### src/design/assert_macros.svh
// Assertion macros shared by the SM3 hash engine RTL.
// No dependencies; assertions compile away when SYNTHESIS is defined.
`ifndef ASSERT_MACROS_SVH
`define ASSERT_MACROS_SVH
`ifndef SYNTHESIS
// Concurrent check that is held off while the reset is asserted.
`define SM3_ASSERT(lbl, clk, rstn, prop, msg) \
  lbl: assert property (@(posedge clk) disable iff (!(rstn)) (prop)) else $error(msg);
// Concurrent check that also holds during reset.
`define SM3_ASSERT_ALWAYS(lbl, clk, prop, msg) \
  lbl: assert property (@(posedge clk) (prop)) else $error(msg);
`else
`define SM3_ASSERT(lbl, clk, rstn, prop, msg)
`define SM3_ASSERT_ALWAYS(lbl, clk, prop, msg)
`endif
`endif

### src/design/sm3_pkg.sv
// Types, constants and helper functions for the SM3 hash engine.
// No dependencies.
package sm3_pkg;

  typedef struct packed {
    logic [31:0] msg_word;
    logic        start_message;
    logic        last_block;
  } sm3_in_t;

  typedef struct packed {
    logic [63:0] digest_high;
    logic [63:0] digest_midhigh;
    logic [63:0] digest_midlow;
    logic [63:0] digest_low;
  } sm3_out_t;

  localparam int unsigned NumWords  = 16;
  localparam int unsigned NumRounds = 64;

  localparam logic [31:0] TLow  = 32'h79cc4519;
  localparam logic [31:0] THigh = 32'h7a879d8a;
  // Round constant of round 16, the first round that uses THigh.
  localparam logic [31:0] THighRot16 = {THigh[15:0], THigh[31:16]};

  localparam logic [7:0][31:0] InitVector = {
    32'hb0fb0e4e, 32'he38dee4d, 32'h163138aa, 32'ha96f30bc,
    32'hda8a0600, 32'h172442d7, 32'h4914b2b9, 32'h7380166f
  };

  function automatic logic [31:0] rotl32(logic [31:0] x, int unsigned n);
    return (x << n) | (x >> (32 - n));
  endfunction

  function automatic logic [31:0] perm0(logic [31:0] x);
    return x ^ rotl32(x, 9) ^ rotl32(x, 17);
  endfunction

  function automatic logic [31:0] perm1(logic [31:0] x);
    return x ^ rotl32(x, 15) ^ rotl32(x, 23);
  endfunction

endpackage

### src/design/sm3_hash_engine.sv
// SM3 hash engine top level: word collection, message expansion and round unit.
// Depends on sm3_pkg and assert_macros.svh.
//
// The engine takes one padded 32-bit word per request and is ready again in the
// next cycle for words 0 to 14 of a block. The 16th word starts the compression,
// which runs one SM3 round per cycle through a single round unit and a 16-word
// sliding expansion window, so the engine is not ready while the rounds run.
// After the final block the emit state moves the chain value into the digest
// register, which holds it until it is taken; if an earlier digest has not been
// taken yet, the emit state waits for it.
`include "assert_macros.svh"

module sm3_hash_engine (
  input  logic              clk_i,
  input  logic              rst_ni,
  input  logic              in_valid_i,
  output logic              in_ready_o,
  input  sm3_pkg::sm3_in_t  in_data_i,
  output logic              out_valid_o,
  input  logic              out_ready_i,
  output sm3_pkg::sm3_out_t out_data_o
);
  import sm3_pkg::*;

  typedef enum logic [1:0] {
    StIdle,
    StCompress,
    StEmit
  } state_e;

  state_e           state_q;
  logic [3:0]       cnt_q;
  logic [5:0]       round_q;
  logic             last_q;
  logic             out_valid_q;
  sm3_out_t         out_data_q;
  logic [7:0][31:0] chain_q;

  logic [15:0][31:0] win_q, win_d;
  logic [7:0][31:0]  v_q, v_rnd;
  logic [31:0]       t_q;

  logic        in_acc, out_acc, blk_done, rnd_last;
  logic [31:0] a12, ss1, ss2, ff, gg, tt1, tt2, w_new;
  logic [7:0][31:0] chain_next;

  assign in_ready_o  = (state_q == StIdle);
  assign in_acc      = in_valid_i && in_ready_o;
  assign out_acc     = out_valid_q && out_ready_i;
  assign blk_done    = in_acc && !in_data_i.start_message && (cnt_q == 4'(NumWords - 1));
  assign rnd_last    = (round_q == 6'(NumRounds - 1));
  assign out_valid_o = out_valid_q;
  assign out_data_o  = out_data_q;

  // One SM3 round; v_q[0] is A and v_q[7] is H.
  always_comb begin
    a12 = rotl32(v_q[0], 12);
    ss1 = rotl32(a12 + v_q[4] + t_q, 7);
    ss2 = ss1 ^ a12;
    if (round_q[5:4] == 2'b00) begin
      ff = v_q[0] ^ v_q[1] ^ v_q[2];
      gg = v_q[4] ^ v_q[5] ^ v_q[6];
    end else begin
      ff = (v_q[0] & v_q[1]) | (v_q[0] & v_q[2]) | (v_q[1] & v_q[2]);
      gg = (v_q[4] & v_q[5]) | (~v_q[4] & v_q[6]);
    end
    tt1 = ff + v_q[3] + ss2 + (win_q[0] ^ win_q[4]);
    tt2 = gg + v_q[7] + ss1 + win_q[0];
    v_rnd[0] = tt1;
    v_rnd[1] = v_q[0];
    v_rnd[2] = rotl32(v_q[1], 9);
    v_rnd[3] = v_q[2];
    v_rnd[4] = perm0(tt2);
    v_rnd[5] = v_q[4];
    v_rnd[6] = rotl32(v_q[5], 19);
    v_rnd[7] = v_q[6];
    chain_next = chain_q ^ v_rnd;
  end

  // The window holds W[j] .. W[j+15]; each round shifts in W[j+16].
  always_comb begin
    w_new = perm1(win_q[0] ^ win_q[7] ^ rotl32(win_q[13], 15))
            ^ rotl32(win_q[3], 7) ^ win_q[10];
    for (int i = 0; i < 15; i++) begin
      win_d[i] = win_q[i + 1];
    end
    win_d[15] = in_acc ? in_data_i.msg_word : w_new;
  end

  always_ff @(posedge clk_i) begin
    if (in_acc || state_q == StCompress) begin
      win_q <= win_d;
    end
    if (blk_done) begin
      v_q <= chain_q;
      t_q <= TLow;
    end else if (state_q == StCompress) begin
      v_q <= v_rnd;
      if (round_q == 6'(NumWords - 1)) begin
        t_q <= THighRot16;
      end else begin
        t_q <= {t_q[30:0], t_q[31]};
      end
    end
  end

  always_ff @(posedge clk_i or negedge rst_ni) begin
    if (!rst_ni) begin
      state_q     <= StIdle;
      cnt_q       <= '0;
      round_q     <= '0;
      last_q      <= 1'b0;
      out_valid_q <= 1'b0;
      out_data_q  <= '0;
      chain_q     <= InitVector;
    end else begin
      // A new digest may replace one that is being taken in the same cycle.
      if (state_q == StEmit && (!out_valid_q || out_ready_i)) begin
        out_valid_q <= 1'b1;
      end else if (out_acc) begin
        out_valid_q <= 1'b0;
      end
      unique case (state_q)
        StIdle: begin
          if (in_acc) begin
            if (in_data_i.start_message) begin
              chain_q <= InitVector;
              cnt_q   <= 4'd1;
            end else begin
              cnt_q <= cnt_q + 4'd1;
            end
            if (blk_done) begin
              last_q  <= in_data_i.last_block;
              round_q <= '0;
              state_q <= StCompress;
            end
          end
        end
        StCompress: begin
          round_q <= round_q + 6'd1;
          if (rnd_last) begin
            chain_q <= chain_next;
            state_q <= last_q ? StEmit : StIdle;
          end
        end
        StEmit: begin
          if (!out_valid_q || out_ready_i) begin
            out_data_q  <= '{digest_high:    {chain_q[0], chain_q[1]},
                             digest_midhigh: {chain_q[2], chain_q[3]},
                             digest_midlow:  {chain_q[4], chain_q[5]},
                             digest_low:     {chain_q[6], chain_q[7]}};
            state_q     <= StIdle;
          end
        end
        default: state_q <= StIdle;
      endcase
    end
  end

  // A compression always starts at round zero with the word counter cleared.
  `SM3_ASSERT(a_comp_start, clk_i, rst_ni, blk_done |=> (state_q == StCompress && round_q == '0 && cnt_q == '0), "compression did not start cleanly")
  // The round counter only moves during compression.
  `SM3_ASSERT(a_round_idle, clk_i, rst_ni, (state_q != StCompress) |=> $stable(round_q) || state_q == StCompress, "round counter moved outside compression")
  // The digest is only offered after a final block.
  `SM3_ASSERT(a_emit_src, clk_i, rst_ni, $rose(out_valid_o) |-> $past(state_q) == StEmit, "digest appeared without a final block")
  // The emit state is only reached from the last round of a final block.
  `SM3_ASSERT(a_emit_entry, clk_i, rst_ni, (state_q == StEmit && $past(state_q) != StEmit) |-> ($past(rnd_last) && $past(last_q)), "emit entered out of sequence")
  // Words are never taken while rounds are running.
  `SM3_ASSERT_ALWAYS(a_no_accept, clk_i, !(in_acc && state_q == StCompress), "word taken during compression")

endmodule
### config.mk
export PLATFORM = sky130hd
export DESIGN_NAME = sm3_hash_engine
export DESIGN_NICKNAME = d
export VERILOG_FILES = /design/src/design/sm3_pkg.sv /design/src/design/sm3_hash_engine.sv
export VERILOG_INCLUDE_DIRS = /design/src /design/src/design
export SDC_FILE = /design/constraint.sdc
export NUM_CORES = 2
export LEC_CHECK = 0
export BUFFER_PORTS_ARGS = -buffer_cell sky130_fd_sc_hd__buf_4
export CAP_MARGIN = 20
export CORE_UTILIZATION = 56
export CTS_CLUSTER_SIZE = 20
export DETAILED_ROUTE_END_ITERATION = 7
export PLACE_DENSITY = 0.88
export RECOVER_POWER = 25
export SLEW_MARGIN = 40
export SYNTH_ARGS = -nofsm -noshare
export SYNTH_HDL_FRONTEND = slang
export SYNTH_SLANG_ARGS = --single-unit
### constraint.sdc
create_clock -name clk_i -period 13.3 [get_ports clk_i]
set_input_delay 1.33 -clock clk_i [delete_from_list [all_inputs] [get_ports clk_i]]
set_output_delay 1.33 -clock clk_i [all_outputs]
set_load 0.02 [all_outputs]
== Yosys cells after proc, flatten, opt, wreduce, memory -nomap -nowiden ==
Index checks and enable logic that the tools add are counted.
W data, S select, Z words.

* Register bits: 1326
* Latch bits: 0
* RAM bits: 0
* Bits in read-only memories: 0
* Bits of input ports: 38
* Output and inout port bits: 258
* Logic and storage cells: 138
* Memories kept: 0

* Add/subtract/negate cells: 10
* $mul: 0
* Divide/modulo/power cells: 0
* Order comparisons: 0
* Equal/unequal tests: 10
* Shift operators: 0
* Muxes and demuxes: 22
* Bitwise gates (word level): 34
* Reductions and logical operators: 20

{| class="wikitable"
|+ Operators by type and width
! operator !! number
|-
| $mux W256 || 5
|-
| $pmux W256 S2 || 1
|-
| $xor A32 B32 Y32 || 14
|-
| $add A32 B32 Y32 || 8
|-
| $xor A256 B256 Y256 || 1
|-
| $and A32 B32 Y32 || 5
|-
| $mux W32 || 4
|-
| $or A32 B32 Y32 || 3
|-
| $or A32 B15 Y32 || 2
|-
| $or A32 B7 Y32 || 2
|-
| $or A32 B9 Y32 || 2
|-
| $not A32 Y32 || 1
|-
| $or A32 B12 Y32 || 1
|-
| $or A32 B17 Y32 || 1
|-
| $or A32 B19 Y32 || 1
|-
| $or A32 B23 Y32 || 1
|-
| $mux W6 || 2
|-
| $pmux W6 S2 || 1
|-
| $mux W2 || 5
|-
| $ne A2 B1 Y1 const B || 4
|-
| $reduce_and A4 Y1 || 2
|-
| $add A6 B1 Y6 const B || 1
|-
| $eq A6 B4 Y1 const B || 1
|-
| $eq A6 B6 Y1 const B || 1
|-
| other kinds (15) || 27
|}

== Depth between registers and ports, before layout ==
* Word-level depth: 13
* Gate-level depth with buffers: 28
* Mapped depth without buffers: 28

== Worst setup path after synthesis ==
OpenSTA, ideal clock, no wires.

* Path kind: in2reg
* Start point: input in_valid_i
* End point: register win_q, in the netlist win_d[0], enable pin
* Setup time: 3657 ps
* Arrival time: 9650 ps
* Data required time: 9643 ps
* Slack: -7 ps
* Cell stages on the path: 2
* Buffers on the path: 0
* Path through: nand2_1 > nand2_1

* Cells in the longest elaborated chain, start to end: 2

{| class="wikitable"
|+ RTL lines
! what !! line !! RTL
|-
| start: declaration || sm3_hash_engine.sv:16 || <nowiki>input logic in_valid_i,</nowiki>
|-
| $logic_and A1 B1 Y1 || sm3_hash_engine.sv:48 || <nowiki>assign in_acc = in_valid_i && in_ready_o;</nowiki>
|-
| $logic_or A1 B1 Y1 || sm3_hash_engine.sv:91 || <nowiki>if (in_acc || state_q == StCompress) begin</nowiki>
|-
| end signal: assignment || sm3_hash_engine.sv:92 || <nowiki>win_q <= win_d;</nowiki>
|-
| end: declaration || sm3_hash_engine.sv:39 || <nowiki>logic [15:0][31:0] win_q, win_d;</nowiki>
|}

Every way passes these cells.
A chain may end at the register's enable or synchronous reset.

==> flow_metrics.env <==
export IMPL_status="finished with violations"
export IMPL_violations="max-capacitance violations, max-slew violations"
export IMPL_setup_tns_ns=0
export IMPL_synthXorXnorAreaFrac=0.06116
export IMPL_powerDensity_nw_per_um2=159.3
export IMPL_ys_seq_elements=1326
export IMPL_vias=44500
export IMPL_multi_input_area_sq_um=25080
export IMPL_path_cells="clkbuf_1, clkbuf_1, clkbuf_1, buf_16, buf_12, buf_16"
export IMPL_root_buffer="clkbuf_16"
export IMPL_fin_crit_ns=8.980
export IMPL_p_comb_frac=0.241
export IMPL_io_pins=296
export IMPL_synth_simple_area_share=0.1043
export IMPL_fillCellCount=7970
export IMPL_routedWlPerCell_um=27.52
export IMPL_overflow=0
export IMPL_finalNonFillerCells=7178
export IMPL_grt_pass1_wl_mm=286.1
export IMPL_critPathMaxFanout=103
export IMPL_path_common_cell="clkbuf_1"
export IMPL_die_y_um=338.7
export IMPL_p_leak_nw=30.59
export IMPL_reg2reg_setup_slack_ns=5.05
export IMPL_grt_pass1_vias=42270
export IMPL_worst_pin_slew_ns=4.066
export IMPL_placed_cells=6920
export IMPL_arrival_ns=9.81
export IMPL_vdd_drop_max_mv=0.1388
export IMPL_hold_depth=0
export IMPL_synth_cell_type_count=92
export IMPL_htree_levels=4
export IMPL_clockBufferDepth=3
export IMPL_syn_cell_area_sq_um=63500
export IMPL_ys_seq_area_frac=0.5829
export IMPL_synthMuxAreaShare=0.06776
export IMPL_track_usage=0.3427
export IMPL_path_delay_family="buffers and inverters"
export IMPL_timing_rr_start="v_q[129]$_DFFE_PP_"
export IMPL_syn_inst=5300
export IMPL_cellInternalPower_mw=7.935
export IMPL_critical_path_buf_inv_count=6
export IMPL_total_power_mw=11.47
export IMPL_layout_nets=5883
export IMPL_grt_max_degree=157
export IMPL_end_kind="asynchronous set/reset pin"
export IMPL_synthFlopType="edfxtp_1"
export IMPL_antenna_found_initial=7
export IMPL_slew_headroom=-1.711
export IMPL_cts_tree="yes"
export IMPL_async_flop_share=0.3967
export IMPL_ctsHoldBuffers=0
export IMPL_holdWs_ns=0.3919
export IMPL_final_util=0.6400
export IMPL_via_per_inst=6.200
export IMPL_maxCapViolations=7
export IMPL_power_switching_mw=3.531
export IMPL_hold_viol=0
export IMPL_cts_resized_gates=0
export IMPL_wl_mm=197.6
export IMPL_synth_compound_area_frac=0.08226
export IMPL_cts_buffers=136
export IMPL_drt_pass1_iter_count=7
export IMPL_fmax_ghz=0.1114
export IMPL_min_from="win_d[47]$_DFFE_PP_"
export IMPL_crit_path_top_delay_cell="clkbuf_1"
export IMPL_die_x_um=338.7
export IMPL_cts_sinks=1326
export IMPL_synth_edf_count=768
export IMPL_sw_frac_of_total=0.3080
export IMPL_critPathLaunchType="input pin"
export IMPL_clk_latency_ns=0.78
export IMPL_rows=123
export IMPL_clockPowerShare=0.340
export IMPL_postRouteAntennaNets=0
export IMPL_final_layout_size_suffix_gt1_frac=0.1762
export IMPL_cp_required_ns=14.14
export IMPL_path_clk_slew_ns=0.06
export IMPL_hpwlAfterDp_mm=138.7
export IMPL_synth_avg_cell_area_sq_um=11.98
export IMPL_crit_type="in2async"
export IMPL_drtIter0Drc=6599
export IMPL_rsz0062_at_grt="no"
export IMPL_core_sq_um=112500
export IMPL_synth_warning_count=0
export IMPL_syn_nets=5620
export IMPL_cpPeakStageDelay_ns=2.96
export IMPL_slew_violations=363
export IMPL_synthToLayoutAreaGrowth_pct=13.37
export IMPL_remaining_drc_errors=0
export IMPL_die_area_sq_um=114700
export IMPL_whs_endpoint="win_d[15]$_DFFE_PP_"
export IMPL_cts_setup_buffers=0
export IMPL_seq_area_sq_um=37020
export IMPL_synth_adder_area_share=0.07779
export IMPL_r2r_cells=27
export IMPL_synth_top_family_by_area="simple AND/OR/NAND/NOR gates"
export IMPL_hold_class="reg2reg"
export IMPL_finClkSkew_ns=0.04541
export IMPL_port_buffers=295
export IMPL_gp_congestion=0.9895
export IMPL_mostFrequentLayoutCell="nand2_1"
export IMPL_setup_viol=0
export IMPL_r2r_end="v_q[140]$_DFFE_PP_"
export IMPL_initial_utilization=0.5645
export IMPL_layout_common_cells="nand2_1, edfxtp_1, o21ai_0"
export IMPL_p_seq_frac=0.419
export IMPL_post_route_period_util=0.6752
## per-layer routing
metal  routed length, um  part of all wire  track usage
met1               74950              0.38       0.4715
met2               87010              0.44       0.5106
met4               10740             0.054       0.1592
met3               24830              0.13      0.09130
met5                  33           0.00017            0
## sequential cells by signal (all words and copies together) (netlist names)
name,cells
win_d,480
cnt_q,4
state_q,2
round_q,6
last_q,1
out_valid_o,1
v_q,256
t_q,32
chain_q,256
out_data_o,256
win_q,32
## layout make-up
class	instances	area share
Clock inverter	53	0.009281
Inverter	176	0.009420
Clock buffer	197	0.05386
Multi-Input combinational cell	3576	0.3483
Sequential cell	1326	0.5142
Timing Repair Buffer	347	0.03876
Tap cell	1500	0.02607
Antenna cell	3	0.0001043
## power by group through the flow
stage          clock [mW]  sequential [mW]  combinational [mW]
2_1_floorplan           0             4.83                1.93
3_3_place_gp            0             4.86                2.63
3_5_place_dp            0             4.87                2.67
4_1_cts              3.92             4.80                2.71
5_1_grt              4.08             4.81                2.95
6_report             3.90             4.80                2.76
## through the flow
stage / instance area, sq um / setup WS [ns]
after floorplan: 63500 / 5.128
after global placement: 67190 / 5.079
after detailed placement: 67410 / 5.187
after CTS: 71950 / 5.139
after global routing: 71990 / 2.955
final: 71990 / 4.320
## Yosys cell counts (9+ instances only)
library cell,instances,area [sq um]
o221a_2,10,112.6
mux2_2,267,3007
nor2b_1,20,125.1
xnor3_1,10,225.2
buf_1,24,90.09
inv_1,174,653.1
o21ai_0,448,2242
nand2b_1,21,131.4
nand3b_1,10,75.07
and3_1,9,56.30
edfxtp_1,768,23060
a21oi_1,167,835.8
nand2_1,1030,3866
a211oi_1,29,217.7
a21o_1,28,210.2
nor2_1,323,1212
dfstp_2,119,3127
xnor2_1,287,2514
buf_2,14,70.07
fa_1,188,3764
a22o_1,9,78.83
dfxtp_1,32,640.6
or3_1,14,87.58
o211ai_1,15,112.6
o21ai_1,14,70.07
ha_1,94,1176
nand3_1,87,435.4
mux2i_1,128,1281
o21a_1,18,135.1
a31oi_1,24,150.1
a221o_1,9,90.09
nor3_1,51,255.2
clkbuf_1,184,690.7
xor2_1,107,937.2
dfrtp_1,407,10180
nand4_1,14,87.58
## cell families (layout without fill, tap and decap cells)
family                     count (synthesis)  in the layout
muxes                                    396            396
and+or+nand+nor                         1616           1616
xor gates and xnor gates                 414            414
DFF                                     1326           1326
other                                      0              3
AOI/OAI and AO/OA                        868            868
adders and majority gates                282            282
buffers and inverters                    398            773
## worst register-to-register path: stages, from the launching register on
cell	delay [ns]
edfxtp_1	0.39
inv_1	0.17
fa_1	0.56
inv_1	0.04
ha_1	0.22
fa_1	0.49
a211oi_1	0.34
o21a_1	0.18
o21a_1	0.28
a211oi_1	0.15
o211a_1	0.27
o21ai_0	0.33
nand2_1	0.09
a21oi_1	0.37
xnor2_1	0.15
fa_1	0.40
fa_1	0.52
ha_1	0.20
inv_1	0.08
fa_1	0.44
nand2b_1	0.19
a21oi_2	0.32
o211ai_4	0.18
a21oi_4	0.33
a21oi_2	0.12
o211ai_2	0.34
xor2_1	0.17
o21ai_1	0.59
## worst max-delay path by stage
stage | from | to | slack [ns] | cells past startpoint
after floorplan | in_valid_i | win_d[0]$_DFFE_PP_ | 5.13 | 2
after global placement | v_q[129]$_DFFE_PP_ | v_q[140]$_DFFE_PP_ | 5.08 | 27
after detailed placement | v_q[129]$_DFFE_PP_ | v_q[21]$_DFFE_PP_ | 5.19 | 28
after CTS | v_q[129]$_DFFE_PP_ | v_q[21]$_DFFE_PP_ | 5.14 | 28
after global routing | rst_ni | out_data_o[237]$_DFFE_PN0P_ | 2.96 | 6
final | rst_ni | chain_q[10]$_DFFE_PN1P_ | 4.32 | 6
(Power assumes the default switching activity.)
